===== config.mk =====
export PLATFORM = sky130hd
export DESIGN_NAME = sorted_list_table_core
export DESIGN_NICKNAME = d
export VERILOG_FILES = /design/src/hw/rtl/slt_pkg.sv /design/src/hw/rtl/sorted_list_table_core.sv
export SDC_FILE = /design/constraint.sdc
export NUM_CORES = 1
export LEC_CHECK = 0
export BUFFER_PORTS_ARGS = -buffer_cell sky130_fd_sc_hd__buf_2
export CORE_ASPECT_RATIO = 1.5
export CORE_MARGIN = 10
export CORE_UTILIZATION = 39
export DETAILED_ROUTE_END_ITERATION = 6
export PLACE_DENSITY_LB_ADDON = 0.08
export REMOVE_ABC_BUFFERS = 1
export SLEW_MARGIN = 10
export SYNTH_ARGS = -nofsm -noshare
export SYNTH_HDL_FRONTEND = slang
export SYNTH_SLANG_ARGS = --single-unit

===== constraint.sdc =====
create_clock -name clock -period 14 [get_ports clock]
set_input_delay 2.8 -clock clock [delete_from_list [all_inputs] [get_ports clock]]
set_output_delay 2.8 -clock clock [all_outputs]
set_load 0.005 [all_outputs]

===== src/hw/rtl/slt_pkg.sv =====
`default_nettype none
// ----------------------------------------------------------------------------
// slt_pkg: shared constants for the sorted list table
// Table size, field widths, operation codes and result status codes.
// ----------------------------------------------------------------------------
package slt_pkg;

   // table size and derived widths
   localparam int CAPACITY = 16;
   localparam int CNT_W    = $clog2(CAPACITY + 1);
   localparam int IDX_W    = $clog2(CAPACITY);

   // word field widths
   localparam int OP_W     = 2;
   localparam int VALUE_W  = 32;
   localparam int STATUS_W = 3;
   localparam int STORED_W = 5;

   // operation codes (the unused code decodes as a list)
   localparam logic [OP_W-1:0] OP_INSERT = 2'd0;
   localparam logic [OP_W-1:0] OP_DELETE = 2'd1;
   localparam logic [OP_W-1:0] OP_LIST   = 2'd2;

   // result status codes
   localparam logic [STATUS_W-1:0] ST_DONE     = 3'd0;
   localparam logic [STATUS_W-1:0] ST_FULL     = 3'd1;
   localparam logic [STATUS_W-1:0] ST_NOTFOUND = 3'd2;
   localparam logic [STATUS_W-1:0] ST_ENTRY    = 3'd3;
   localparam logic [STATUS_W-1:0] ST_EMPTY    = 3'd4;

endpackage : slt_pkg
`default_nettype wire


===== src/hw/rtl/sorted_list_table_core.sv =====
`default_nettype none
// ----------------------------------------------------------------------------
// sorted_list_table_core: bounded table of signed words in ascending order
// Insert, delete-one-copy and list, run by a small sequencer over a single
// entry memory with one compare unit; one memory element is visited a cycle.
// ----------------------------------------------------------------------------
// Operation: an insert into a nonempty table walks down from the top, shifting
//   words up until it finds the slot; a delete scans up to the value, then
//   shifts the words above it down; a list reads out every word; full, empty
//   cases finish in the accept cycle. Each result is registered before it shows.
// Items: one item at a time; start is taken only while the block is not busy.
// Reset clears the count and the sequencer; the entry memory is not cleared.
module sorted_list_table_core (
   input  wire logic                          clock,
   input  wire logic                          reset,
   input  wire logic                          start,
   output logic                               busy,
   input  wire logic [slt_pkg::OP_W-1:0]      req_op,
   input  wire logic signed [slt_pkg::VALUE_W-1:0] req_value,
   output logic                               rsp_strobe,
   output logic [slt_pkg::STATUS_W-1:0]       rsp_status,
   output logic signed [slt_pkg::VALUE_W-1:0] rsp_entry,
   output logic [slt_pkg::STORED_W-1:0]       rsp_stored_count,
   output logic                               rsp_last
);
   import slt_pkg::*;

   // sequencer states
   localparam logic [2:0] S_IDLE    = 3'd0;
   localparam logic [2:0] S_INS_CMP = 3'd1;
   localparam logic [2:0] S_INS_PUT = 3'd2;
   localparam logic [2:0] S_DEL_SRC = 3'd3;
   localparam logic [2:0] S_DEL_SHF = 3'd4;
   localparam logic [2:0] S_LST_OUT = 3'd5;

   logic [2:0]         state_ff, state_in;
   logic [CNT_W-1:0]   count_ff, count_in;
   logic [CNT_W-1:0]   idx_ff, idx_in;
   logic [VALUE_W-1:0] val_ff, val_in;

   // entry memory: one write and one registered read per cycle
   logic [VALUE_W-1:0] entries_mem [CAPACITY];
   logic [VALUE_W-1:0] rd_data_ff;
   logic [IDX_W-1:0]   rd_addr;
   logic               wr_en;
   logic [IDX_W-1:0]   wr_addr;
   logic [VALUE_W-1:0] wr_data;

   // result register
   logic                rsp_strobe_ff, rsp_strobe_in;
   logic [STATUS_W-1:0] rsp_status_ff, rsp_status_in;
   logic [VALUE_W-1:0]  rsp_entry_ff, rsp_entry_in;
   logic                rsp_last_ff, rsp_last_in;

   // shared compare unit
   logic rd_less;
   logic rd_equal;
   logic accept;

   assign accept   = start && (state_ff == S_IDLE);
   assign rd_less  = $signed(rd_data_ff) < $signed(val_ff);
   assign rd_equal = rd_data_ff == val_ff;

   // sequencer
   always_comb begin
      state_in      = state_ff;
      count_in      = count_ff;
      idx_in        = idx_ff;
      val_in        = val_ff;
      rd_addr       = idx_ff[IDX_W-1:0];
      wr_en         = 1'b0;
      wr_addr       = idx_ff[IDX_W-1:0];
      wr_data       = val_ff;
      rsp_strobe_in = 1'b0;
      rsp_status_in = ST_DONE;
      rsp_entry_in  = '0;
      rsp_last_in   = 1'b1;
      unique case (state_ff)
         S_IDLE: begin
            if (accept) begin
               val_in = req_value;
               idx_in = '0;
               rd_addr = '0;
               unique case (req_op)
                  OP_INSERT: begin
                     if (count_ff >= CNT_W'(CAPACITY)) begin
                        rsp_strobe_in = 1'b1;
                        rsp_status_in = ST_FULL;
                     end else if (count_ff == '0) begin
                        wr_en         = 1'b1;
                        wr_addr       = '0;
                        wr_data       = req_value;
                        count_in      = CNT_W'(1);
                        rsp_strobe_in = 1'b1;
                        rsp_status_in = ST_DONE;
                     end else begin
                        // walk down from the top, shifting words not less than the value up
                        idx_in   = count_ff;
                        rd_addr  = IDX_W'(count_ff - CNT_W'(1));
                        state_in = S_INS_CMP;
                     end
                  end
                  OP_DELETE: begin
                     if (count_ff == '0) begin
                        rsp_strobe_in = 1'b1;
                        rsp_status_in = ST_NOTFOUND;
                     end else begin
                        state_in = S_DEL_SRC;
                     end
                  end
                  default: begin
                     if (count_ff == '0) begin
                        rsp_strobe_in = 1'b1;
                        rsp_status_in = ST_EMPTY;
                     end else begin
                        state_in = S_LST_OUT;
                     end
                  end
               endcase
            end
         end
         S_INS_CMP: begin
            // rd_data holds entry idx-1
            wr_en = 1'b1;
            if (rd_less) begin
               wr_data       = val_ff;
               count_in      = count_ff + CNT_W'(1);
               rsp_strobe_in = 1'b1;
               state_in      = S_IDLE;
            end else begin
               wr_data = rd_data_ff;
               idx_in  = idx_ff - CNT_W'(1);
               if (idx_ff == CNT_W'(1)) begin
                  state_in = S_INS_PUT;
               end else begin
                  rd_addr = IDX_W'(idx_ff - CNT_W'(2));
               end
            end
         end
         S_INS_PUT: begin
            wr_en         = 1'b1;
            wr_addr       = '0;
            wr_data       = val_ff;
            count_in      = count_ff + CNT_W'(1);
            rsp_strobe_in = 1'b1;
            state_in      = S_IDLE;
         end
         S_DEL_SRC: begin
            // rd_data holds entry idx; next entry read speculatively
            rd_addr = IDX_W'(idx_ff + CNT_W'(1));
            if (rd_equal) begin
               if (idx_ff + CNT_W'(1) < count_ff) begin
                  state_in = S_DEL_SHF;
               end else begin
                  count_in      = count_ff - CNT_W'(1);
                  rsp_strobe_in = 1'b1;
                  state_in      = S_IDLE;
               end
            end else if (idx_ff + CNT_W'(1) >= count_ff) begin
               rsp_strobe_in = 1'b1;
               rsp_status_in = ST_NOTFOUND;
               state_in      = S_IDLE;
            end else begin
               idx_in = idx_ff + CNT_W'(1);
            end
         end
         S_DEL_SHF: begin
            // rd_data holds entry idx+1, moved down into idx
            wr_en   = 1'b1;
            wr_data = rd_data_ff;
            idx_in  = idx_ff + CNT_W'(1);
            rd_addr = IDX_W'(idx_ff + CNT_W'(2));
            if (idx_ff + CNT_W'(2) >= count_ff) begin
               count_in      = count_ff - CNT_W'(1);
               rsp_strobe_in = 1'b1;
               state_in      = S_IDLE;
            end
         end
         S_LST_OUT: begin
            // one stored word per cycle
            rsp_strobe_in = 1'b1;
            rsp_status_in = ST_ENTRY;
            rsp_entry_in  = rd_data_ff;
            rsp_last_in   = (idx_ff + CNT_W'(1)) == count_ff;
            idx_in        = idx_ff + CNT_W'(1);
            rd_addr       = IDX_W'(idx_ff + CNT_W'(1));
            if (rsp_last_in) begin
               state_in = S_IDLE;
            end
         end
         default: begin
            state_in = S_IDLE;
         end
      endcase
   end

   // control registers
   always_ff @(posedge clock) begin
      if (reset) begin
         state_ff      <= S_IDLE;
         count_ff      <= '0;
         rsp_strobe_ff <= 1'b0;
      end else begin
         state_ff      <= state_in;
         count_ff      <= count_in;
         rsp_strobe_ff <= rsp_strobe_in;
      end
   end

   // payload registers
   always_ff @(posedge clock) begin
      idx_ff        <= idx_in;
      val_ff        <= val_in;
      rsp_status_ff <= rsp_status_in;
      rsp_entry_ff  <= rsp_entry_in;
      rsp_last_ff   <= rsp_last_in;
   end

   // entry memory ports
   always_ff @(posedge clock) begin
      if (wr_en) begin
         entries_mem[wr_addr] <= wr_data;
      end
   end

   always_ff @(posedge clock) begin
      rd_data_ff <= entries_mem[rd_addr];
   end

   assign busy             = state_ff != S_IDLE;
   assign rsp_strobe       = rsp_strobe_ff;
   assign rsp_status       = rsp_status_ff;
   assign rsp_entry        = rsp_entry_ff;
   assign rsp_stored_count = STORED_W'(count_ff);
   assign rsp_last         = rsp_last_ff;

`ifndef NO_ASSERTIONS
   // the table never holds more than its capacity
   a_count_bound : assert property (@(posedge clock) disable iff (reset)
      count_ff <= CNT_W'(CAPACITY))
      else $error("count above capacity");

   // an accepted item either answers next cycle or keeps the block busy
   a_accept_progress : assert property (@(posedge clock) disable iff (reset)
      (start && !busy) |=> (rsp_strobe || busy))
      else $error("accepted item dropped");

   // a word that is not the final one comes from a list still running
   a_mid_list_busy : assert property (@(posedge clock) disable iff (reset)
      (rsp_strobe && !rsp_last) |-> busy)
      else $error("non-final word while idle");

   // only list entries may be followed by more words
   a_single_result : assert property (@(posedge clock) disable iff (reset)
      (rsp_strobe && (rsp_status != ST_ENTRY)) |-> rsp_last)
      else $error("non-list result not final");
`endif

endmodule : sorted_list_table_core
`default_nettype wire


* Yosys cells after proc, flatten, opt, wreduce, memory -nomap -nowiden
Memory sizes are Yosys's and may differ from the RTL's. A register that Yosys moved wholly into a read port is not among the register bits.
Cells that the tools add are included.
** Word-level totals
- Output and inout bits :: 43
- Flip-flop bits (word level) :: 82
- Logic and storage cells :: 133
- Memory bits (writable) :: 512
- Memories kept :: 1
- Input bits :: 37
** Memory list
- entries_mem :: words 16, bits a word 32, rd ports 1, clocked after memory_dff 1, wr ports 1, line sorted_list_table_core.sv:42 : logic [VALUE_W-1:0] entries_mem [CAPACITY];
** Operators by class
- Add/sub/neg operators :: 6
- Equality and inequality tests :: 25
- Reduce and logical (&&, ||, !) cells :: 15
- Muxes and demuxes :: 73
- $lt $le $gt $ge :: 5
** Operator list (number)
- 32-bit 2-to-1 mux :: 5
- 32-bit one-hot mux with 3 select lines :: 1
- 5-bit 2-to-1 mux :: 15
- 3-bit 2-to-1 mux :: 14
- 4-bit 2-to-1 mux :: 10
- 32-bit == test :: 1
- 32-bit less-than comparator :: 1
- 5-bit one-hot mux with 5 select lines :: 1
- 2-bit != test, second input constant :: 11
- 5-bit one-hot mux with 4 select lines :: 1
- 4-bit one-hot mux with 4 select lines :: 1
- 1-bit 2-to-1 mux :: 15
- 3-bit one-hot mux with 5 select lines :: 1
- 3-bit one-hot mux with 2 select lines :: 2
- 5-bit by 1-bit adder with 5-bit output, second input constant :: 2
- 5-bit >= comparator :: 2
- 5-bit by 1-bit subtractor with 5-bit output, second input constant :: 2
- 3-bit != test, second input constant :: 3
- 3-bit one-hot mux with 3 select lines :: 1
- 9-bit AND reduction :: 1
- 4-bit one-hot mux with 2 select lines :: 1
- 7-bit AND reduction :: 1
- 3-bit by 2-bit == test with 1-bit output, second input constant :: 2
- 3-bit == test, second input constant :: 2
- 23 further kinds :: 28

* Longest topological paths before layout
Gate-level depths: netlist of run 1.
- Word-level depth :: 8
- Depth in mapped cells :: 14

* Worst setup path after synthesis of run 1
No wires, ideal clock.
- Kind :: input to register
- Start :: input req_op[1] (netlist bit)
- End :: memory entries_mem[0][0] (enable)
- Data arrival time :: 5.883 ns
- Required time :: 13.534 ns
- Setup slack :: 7.652 ns
- Library setup time :: 0.466 ns
- Cell stages on the path :: 7
- Path through :: nor3_1 -> nand2_1 -> nor2_1 -> nor2_1 -> nor2_1 -> nand3_1 -> o21ai_0
** On the way
- Word-level cells in the longest chain between the ends :: 6
** Ends and longest elaborated chain
- start: declaration :: line sorted_list_table_core.sv:18 : input wire logic [slt_pkg::OP_W-1:0] req_op,
- 2-bit zero test (*) :: line sorted_list_table_core.sv:84 : unique case (req_op)
- 1-bit 2-to-1 mux :: line sorted_list_table_core.sv:84
- 1-bit 2-to-1 mux :: line sorted_list_table_core.sv:80 : if (accept) begin
- 1-bit one-hot mux with 2 select lines :: line sorted_list_table_core.sv:78 : unique case (state_ff)
- 1-bit 2-to-1 mux :: line sorted_list_table_core.sv:221 : if (wr_en) begin
- 1-bit 2-to-1 mux (implied by the code) :: line sorted_list_table_core.sv:222 : entries_mem[wr_addr] <= wr_data;
- end: declaration :: line sorted_list_table_core.sv:42
Mark *: on every way between the ends. The rest lies on a longest branch, timed or not.

* Worst setup path in the final report of run 1
- Start :: input start
- End :: register rd_data_ff[30] (read register of entries_mem)
** On the way
- Word-level cells in the longest chain between the ends :: 3
** Ends and longest elaborated chain
- start: declaration :: line sorted_list_table_core.sv:16 : input wire logic start,
- 1-bit logical AND :: line sorted_list_table_core.sv:60 : assign accept = start && (state_ff == S_IDLE);
- 4-bit 2-to-1 mux :: line sorted_list_table_core.sv:80
- 4-bit one-hot mux with 4 select lines :: line sorted_list_table_core.sv:78
- end: declaration :: line sorted_list_table_core.sv:43 : logic [VALUE_W-1:0] rd_data_ff;
Every way passes these cells.
A chain may end at the register's enable or synchronous reset.

==> results.toml, run 1 <==
[routing]
number_of_detailed_route_iterations_in_the_first_pass = 6
postRouteAntennaNets = 0
detail_route.wl_per_cell_um = 28.6
detail_route.drc_violations = 0
drt_first_iter_violations = 1194
routed_wl_um = 70600
via_count_of_the_routed_design = 14100
avgViaCountPerCell = 5.71

[setup_path]
critical_path_end_type = "flop"
setup.worst_path.start_class = "primary input"
worst-path-max-fanout = 66
regToRegSetupSlack_ps = 8590
timing.setup.critical_path_class = "in2reg"
cp_slowest_stage_delay_ps = 880
path_cells = "buf_2, nor3_1, o32a_1, nor3_1, nor4b_1, a211o_4, buf_4, mux4_2, mux2i_1, mux2i_1"
timing.critical_path.slowest_stage_cell = "sky130_fd_sc_hd__buf_4"
worst-r2r-cell-count = 12
cp.arrival_ps = 6240
critical_path_required_ps = 14470

[layout]
layoutNonFillerInstCount = 2473
regArea_sq_mm = 0.0180
design.final.nets = 1639
drive_above_1_share_pct = 18.6
multi_input_gate_area_sq_mm = 0.00690
fillers = 5688
flow.area_growth_from_synthesis_pct = 13.2

[clocking]
hold_buffers = 0
clk_path_buf_depth = 3
clk_latency_ps = 650
clock_root_buffer = "sky130_fd_sc_hd__clkbuf_16"
tritoncts = "yes"
cts_sinks = 626
postCtsResizedCells = 0
htreeDepth = 2
post-cts-setup-buffer-count = 0
cts-buffers-inserted = 59
clk_pin_slew_worst_paths_ps = 60

[floorplanning]
start_util_pct = 39.4
die-width_um = 229
die_height_um = 333
top_level_ports = 80
num_rows = 114
dieArea_sq_mm = 0.0762
core-area_sq_mm = 0.0646

[timing]
timing_worst_slew_pin_value_ps = 1050
maxClockFrequency_mhz = 173
grt_setup_unrepaired = "false"
final_report_setup_violation_count = 0
final_critical_path_setup_slack_ps = 8230
period_needed_ps = 5770
hold_viol = 0
fin_skew_ps = 30.8
slew_violations = 0
worst_slew_margin_rel_pct = 29.8
period_share_pct = 41.2

[worst_hold_path]
hold_class = "reg2reg"
holdPathStages = 2

[logic_synthesis]
yosysTopAreaCell = "sky130_fd_sc_hd__edfxtp_1"
synth_seq_cells = 626
largest_family_of_logic_cells_by_synthesized_area = "multiplexers"
synth-xor-area-share_pct = 0.412
area_fraction_in_compound_gates_after_synthesis_pct = 4.31
post_synth.cell_area_avg_sq_um = 17.3
synthesis.instances = 1469
synthesis.area_sq_mm = 0.0255
yosys_warnings = 0
dominantRegCellSynth = "sky130_fd_sc_hd__edfxtp_1"
post_synth_mux_area_share_pct = 12.5
yosys-top-cells-area = "sky130_fd_sc_hd__edfxtp_1, sky130_fd_sc_hd__mux4_2, sky130_fd_sc_hd__dfxtp_1"
synth.distinct_cells = 61
yosysTopAreaCellShare_pct = 64.7
synth_adder_area_share_pct = 2.53
synth_simple_gate_area_share_pct = 6.52
synth-seq-area-share_pct = 70.7
postSynth.asyncResetShare_pct = 0
count_of_flip_flops_with_a_built_in_enable_after_synthesis = 549

[power_and_ir_drop]
power.density_cell_area_mw_per_mm2 = 257
leakage_nw = 9.99
ir_drop_mv = 0.230

[run]
drv.max_cap_violation_count = 0

[placed_design]
globalplace.congestion = 0.854
buffer_ports.inserted = 79
place.detailed.instances = 2361
place_worst_setup_slack_ps = 7510
hpwlAfterDp_um = 37300

[status]
outcome = "finished, final reports clean"

[grt]
wire_length_of_the_first_global_routing_pass_um = 103000
grt_usage_pct = 18.3
grt_max_degree = 84
grt-ovfl-total = 0
first_global_vias = 14600
number_of_antenna_violations_at_the_first_check_in_global_routing = 4
-- cells by family after synthesis --
group                      after synthesis
muxes                                  136
and+or+nand+nor                        325
xor gates and xnor gates                12
buffers and inverters                  170
DFF                                    626
adders and majority gates               52
AOI/OAI and AO/OA                      148
-- flip-flops by register name (all words and copies together) (netlist names) --
signal	flops
entries_mem	512
rsp_strobe	1
rsp_stored_count	5
rd_data_ff	32
rsp_entry	32
state_ff	3
idx_ff	5
val_ff	32
rsp_status	3
rsp_last	1
-- through the flow --
stage	TNS, ps	util [%]	power [mW]	hold WS [ps]	cell area, sq um
6_report	0	44.7	7.42	500	28900
5_1_grt	0	44.7	7.84	516	28900
4_1_cts	0	44.7	7.52	507	28900
3_5_place_dp	0	41.7	5.93	492	27000
3_3_place_gp	0	41.7	5.89	480	27000
2_1_floorplan	-20610	-	4.98	433	25000
-- cells in the mapped netlist (3+ instances only) --
library cell and number:
sky130_fd_sc_hd__or3_1 4, sky130_fd_sc_hd__buf_2 21, sky130_fd_sc_hd__a21o_1 7, sky130_fd_sc_hd__xnor2_1 7, sky130_fd_sc_hd__nand3_1 146, sky130_fd_sc_hd__buf_6 14
sky130_fd_sc_hd__mux4_1 57, sky130_fd_sc_hd__dfxtp_1 77, sky130_fd_sc_hd__a211oi_1 4, sky130_fd_sc_hd__o22ai_1 4, sky130_fd_sc_hd__nand4_1 41, sky130_fd_sc_hd__xor2_1 5
sky130_fd_sc_hd__a22oi_1 3, sky130_fd_sc_hd__ha_1 50, sky130_fd_sc_hd__nor2b_1 3, sky130_fd_sc_hd__edfxtp_1 549, sky130_fd_sc_hd__o21ai_0 23, sky130_fd_sc_hd__nor3_1 15
sky130_fd_sc_hd__and2_1 32, sky130_fd_sc_hd__inv_1 82, sky130_fd_sc_hd__a211o_1 3, sky130_fd_sc_hd__a21oi_1 34, sky130_fd_sc_hd__buf_1 14, sky130_fd_sc_hd__mux2i_1 7
sky130_fd_sc_hd__a222oi_1 31, sky130_fd_sc_hd__nand2b_1 3, sky130_fd_sc_hd__nand2_1 30, sky130_fd_sc_hd__a31oi_1 3, sky130_fd_sc_hd__o21a_1 5, sky130_fd_sc_hd__mux4_2 71
sky130_fd_sc_hd__and3_1 4, sky130_fd_sc_hd__a311oi_1 3, sky130_fd_sc_hd__clkbuf_1 39, sky130_fd_sc_hd__nor2_1 41
-- final timing paths --
check	startpoint	end
worst max-delay path	start	rd_data_ff[30]
worst min-delay path	rd_data_ff[0]	rsp_entry[0]
worst max register to register	val_ff[31]	rd_data_ff[30]
worst min register to register	rd_data_ff[0]	rsp_entry[0]
-- layout by cell type (no fill, tap or decap), types with 26 or more instances in the layout --
cell and instances:
sky130_fd_sc_hd__edfxtp_1 549, sky130_fd_sc_hd__nand3_1 146, sky130_fd_sc_hd__inv_1 82, sky130_fd_sc_hd__buf_2 79, sky130_fd_sc_hd__dfxtp_1 77, sky130_fd_sc_hd__mux4_2 71
sky130_fd_sc_hd__clkbuf_16 62, sky130_fd_sc_hd__mux4_1 57, sky130_fd_sc_hd__ha_1 50, sky130_fd_sc_hd__nand4_1 41, sky130_fd_sc_hd__a21oi_1 33, sky130_fd_sc_hd__a222oi_1 31
sky130_fd_sc_hd__and2_1 31, sky130_fd_sc_hd__nand2_1 30, sky130_fd_sc_hd__buf_4 30, sky130_fd_sc_hd__nor2_1 26
-- power breakdown --
part / switching, mW / internal (mW)
logic: 1.93 / 1.02
registers: 0.147 / 2.73
clock network: 0.701 / 0.886
total: 2.78 / 4.64
-- routing by layer --
metal,GRT usage (%),routed length [um],vias to the layer above
li1,-,-,6097
met1,23.6,29700,7500
met2,31.8,35800,429
met3,2.78,3480,97
met4,4.99,1620,2
met5,0,13,-
-- cell type report --
class | count | area share [%]
clock buffers | 84 | 5.79
diodes | 1 | 0.00867
well taps | 870 | 3.77
multi-input cells | 673 | 23.9
clock inverters | 27 | 0.767
inverters | 82 | 1.07
repair buffers | 110 | 2.22
flip-flops and latches | 626 | 62.5
-- worst max-delay path: cells and delay by family --
| family | cells | cell delay (ps) |
|---|---|---|
| AO/OA/AOI/OAI | 2 | 1100 |
| buffers and inverters | 2 | 1060 |
| multiplexers | 3 | 650 |
| AND/OR/NAND/NOR | 3 | 570 |
No activity file was read; power rests on OpenSTA's default activity.
==> run 2: changes to the inputs <==
- ABC_AREA: unset -> 1
- clock period: 14 -> 5.5 ns (I/O delays scaled with it)
==> results.toml, run 2 <==
[setup_path]
critical_path_required_ps = 5780
levels_on_crit_path = 17
critical_path_end_type = "flop"
worst-r2r-cell-count = 17
path_cells = "inv_1, ha_1, nand2_1, inv_1, nand3_1, nor2_1, nand2_1, nand2_1, nand2_1, nand2_2, nand2_1, nand2_1, nand2_1, nand2_1, buf_4, a21oi_1, a21oi_1"
timing.critical_path.slowest_stage_cell = "sky130_fd_sc_hd__a21oi_1"
crit_start = "val_ff[15]"
cp.arrival_ps = 4600
cp_slowest_stage_delay_ps = 870
timing.setup.critical_path_class = "reg2reg"
worstPathBufferInverterCount = 3
worst-path-max-fanout = 16
setup.worst_path.start_class = "flop"
regToRegStartpoint = "val_ff[15]"
worst_setup_path_endpoint = "entries_mem[13][11]"
cell_family_contributing_the_most_delay_on_the_critical_path = "simple AND/OR/NAND/NOR gates"
destination_of_the_worst_register_to_register_timing_path = "entries_mem[13][11]"
regToRegSetupSlack_ps = 1180
critical-path-top-cell-by-count = "sky130_fd_sc_hd__nand2_1"

[logic_synthesis]
synthesis.instances = 2655
count_of_flip_flops_with_a_built_in_enable_after_synthesis = 549
yosysMostFrequentCell = "sky130_fd_sc_hd__nand2_1"
dominantRegCellSynth = "sky130_fd_sc_hd__edfxtp_1"
synth_seq_cells = 626
synth-seq-area-share_pct = 64.5
yosysTopAreaCell = "sky130_fd_sc_hd__edfxtp_1"
postSynth.asyncResetShare_pct = 0
synthesis.area_sq_mm = 0.0279
synth.distinct_cells = 47
yosysTopAreaCellShare_pct = 59.0
post_synth.cell_area_avg_sq_um = 10.5
yosys-top-cells-area = "sky130_fd_sc_hd__edfxtp_1, sky130_fd_sc_hd__nand2_1, sky130_fd_sc_hd__inv_1"
synth_common_cells = "sky130_fd_sc_hd__nand2_1, sky130_fd_sc_hd__edfxtp_1, sky130_fd_sc_hd__inv_1"
yosys_warnings = 0

[clocking]
post-cts-setup-buffer-count = 0
hold_buffers = 0
tritoncts = "yes"
cts_sinks = 626
postCtsResizedCells = 0
clk_pin_slew_worst_paths_ps = 70
clk_path_buf_depth = 3
htreeDepth = 2
cts-buffers-inserted = 60
clk_latency_ps = 640
clock_root_buffer = "sky130_fd_sc_hd__clkbuf_16"

[timing]
period_share_pct = 78.5
hold_viol = 0
grt_setup_unrepaired = "false"
fin_skew_ps = 27.1
final_critical_path_setup_slack_ps = 1180
timing_worst_slew_pin_value_ps = 1180
period_needed_ps = 4320
final_report_setup_violation_count = 0
worst_slew_margin_rel_pct = 21.6
maxClockFrequency_mhz = 232
slew_violations = 0

[floorplanning]
start_util_pct = 39.2
num_rows = 120
die_height_um = 348
top_level_ports = 80
die-width_um = 239
core-area_sq_mm = 0.0712
dieArea_sq_mm = 0.0829

[routing]
postRouteAntennaNets = 0
avgViaCountPerCell = 5.12
drt_first_iter_violations = 1504
number_of_detailed_route_iterations_in_the_first_pass = 5
routed_wl_um = 83400
via_count_of_the_routed_design = 18900
detail_route.wl_per_cell_um = 22.6
detail_route.drc_violations = 0

[layout]
layout.cells.most_common_list = "sky130_fd_sc_hd__nand2_1, sky130_fd_sc_hd__edfxtp_1, sky130_fd_sc_hd__inv_1"
regArea_sq_mm = 0.0180
finalCoreUtilization_pct = 44.3
top_register = "entries_mem"
flow.area_growth_from_synthesis_pct = 12.9
mostFrequentLayoutCell = "sky130_fd_sc_hd__nand2_1"
largest_reg_flops = 512
antenna_cells_inserted = 0
design.final.nets = 2810
multi_input_gate_area_sq_mm = 0.00778
drive_above_1_share_pct = 9.81
fillers = 6821

[grt]
wire_length_of_the_first_global_routing_pass_um = 122000
first_global_vias = 18300
grt_max_degree = 173
number_of_antenna_violations_at_the_first_check_in_global_routing = 2
grt-ovfl-total = 0
grt_usage_pct = 19.9

[worst_hold_path]
hold_class = "reg2reg"

[placed_design]
place_worst_setup_slack_ps = 1180
globalplace.congestion = 0.855
hpwlAfterDp_um = 49900
buffer_ports.inserted = 79

[run]
drv.max_cap_violation_count = 0

[status]
outcome = "finished, final reports clean"
[run 2: area by class of cell]
type	count	area share, %
Clock buffer	84	5.30
Clock inverter	29	1.20
Inverter	425	5.06
Multi-Input combinational cell	1477	24.7
Sequential cell	626	57.1
Tap cell	915	3.63
Timing Repair Buffer	133	3.01
[run 2: worst min path at each step]
stage / depth (start not counted) / slack, ps / startpoint / to
detailed placement: 2 / 490 / rd_data_ff[11] / rsp_entry[11]
global placement: 2 / 490 / rd_data_ff[14] / rsp_entry[14]
floorplan: 2 / 430 / rd_data_ff[11] / rsp_entry[11]
global route: 2 / 510 / rd_data_ff[11] / rsp_entry[11]
finish: 2 / 490 / rd_data_ff[14] / rsp_entry[14]
CTS: 2 / 490 / rd_data_ff[14] / rsp_entry[14]
[run 2: cells by family after synthesis]
logic type	Yosys count	share of synthesized area, %
flops	626	64.5
buf+inv	552	8.28
xor+xnor	10	0.314
fa+ha+maj	50	2.24
mux	92	3.30
simple gates	1022	15.4
compound gates	303	5.98
[run 2: per-layer routing]
layer | wire (um) | GRT usage [%] | up-vias
li1 | - | - | 9022
met1 | 34600 | 24.7 | 9206
met2 | 41800 | 34.7 | 527
met3 | 4690 | 3.27 | 121
met4 | 2320 | 6.28 | 0
met5 | 0 | 0 | -
[run 2: worst register-to-register path, cell delays in order (launching register included)]
cell and delay [ps]:
sky130_fd_sc_hd__edfxtp_1 360, sky130_fd_sc_hd__inv_1 60, sky130_fd_sc_hd__ha_1 300, sky130_fd_sc_hd__nand2_1 110, sky130_fd_sc_hd__inv_1 90, sky130_fd_sc_hd__nand3_1 130
sky130_fd_sc_hd__nor2_1 350, sky130_fd_sc_hd__nand2_1 110, sky130_fd_sc_hd__nand2_1 70, sky130_fd_sc_hd__nand2_1 80, sky130_fd_sc_hd__nand2_2 100, sky130_fd_sc_hd__nand2_1 100
sky130_fd_sc_hd__nand2_1 170, sky130_fd_sc_hd__nand2_1 140, sky130_fd_sc_hd__nand2_1 470, sky130_fd_sc_hd__buf_4 350, sky130_fd_sc_hd__a21oi_1 100, sky130_fd_sc_hd__a21oi_1 870
[run 2: through the flow]
step	hold WS [ps]	instance area, sq um	std cells	TNS (ps)
finish	487	31500	3689	0
global route	514	31500	3689	0
CTS	489	31500	3689	0
detailed placement	491	29500	3576	0
global placement	488	29500	3576	0
floorplan	425	27200	2528	-67480
Power of run 2 is not shown: default switching activity piles up to over one toggle a cycle in this logic, so the estimate is an artifact.
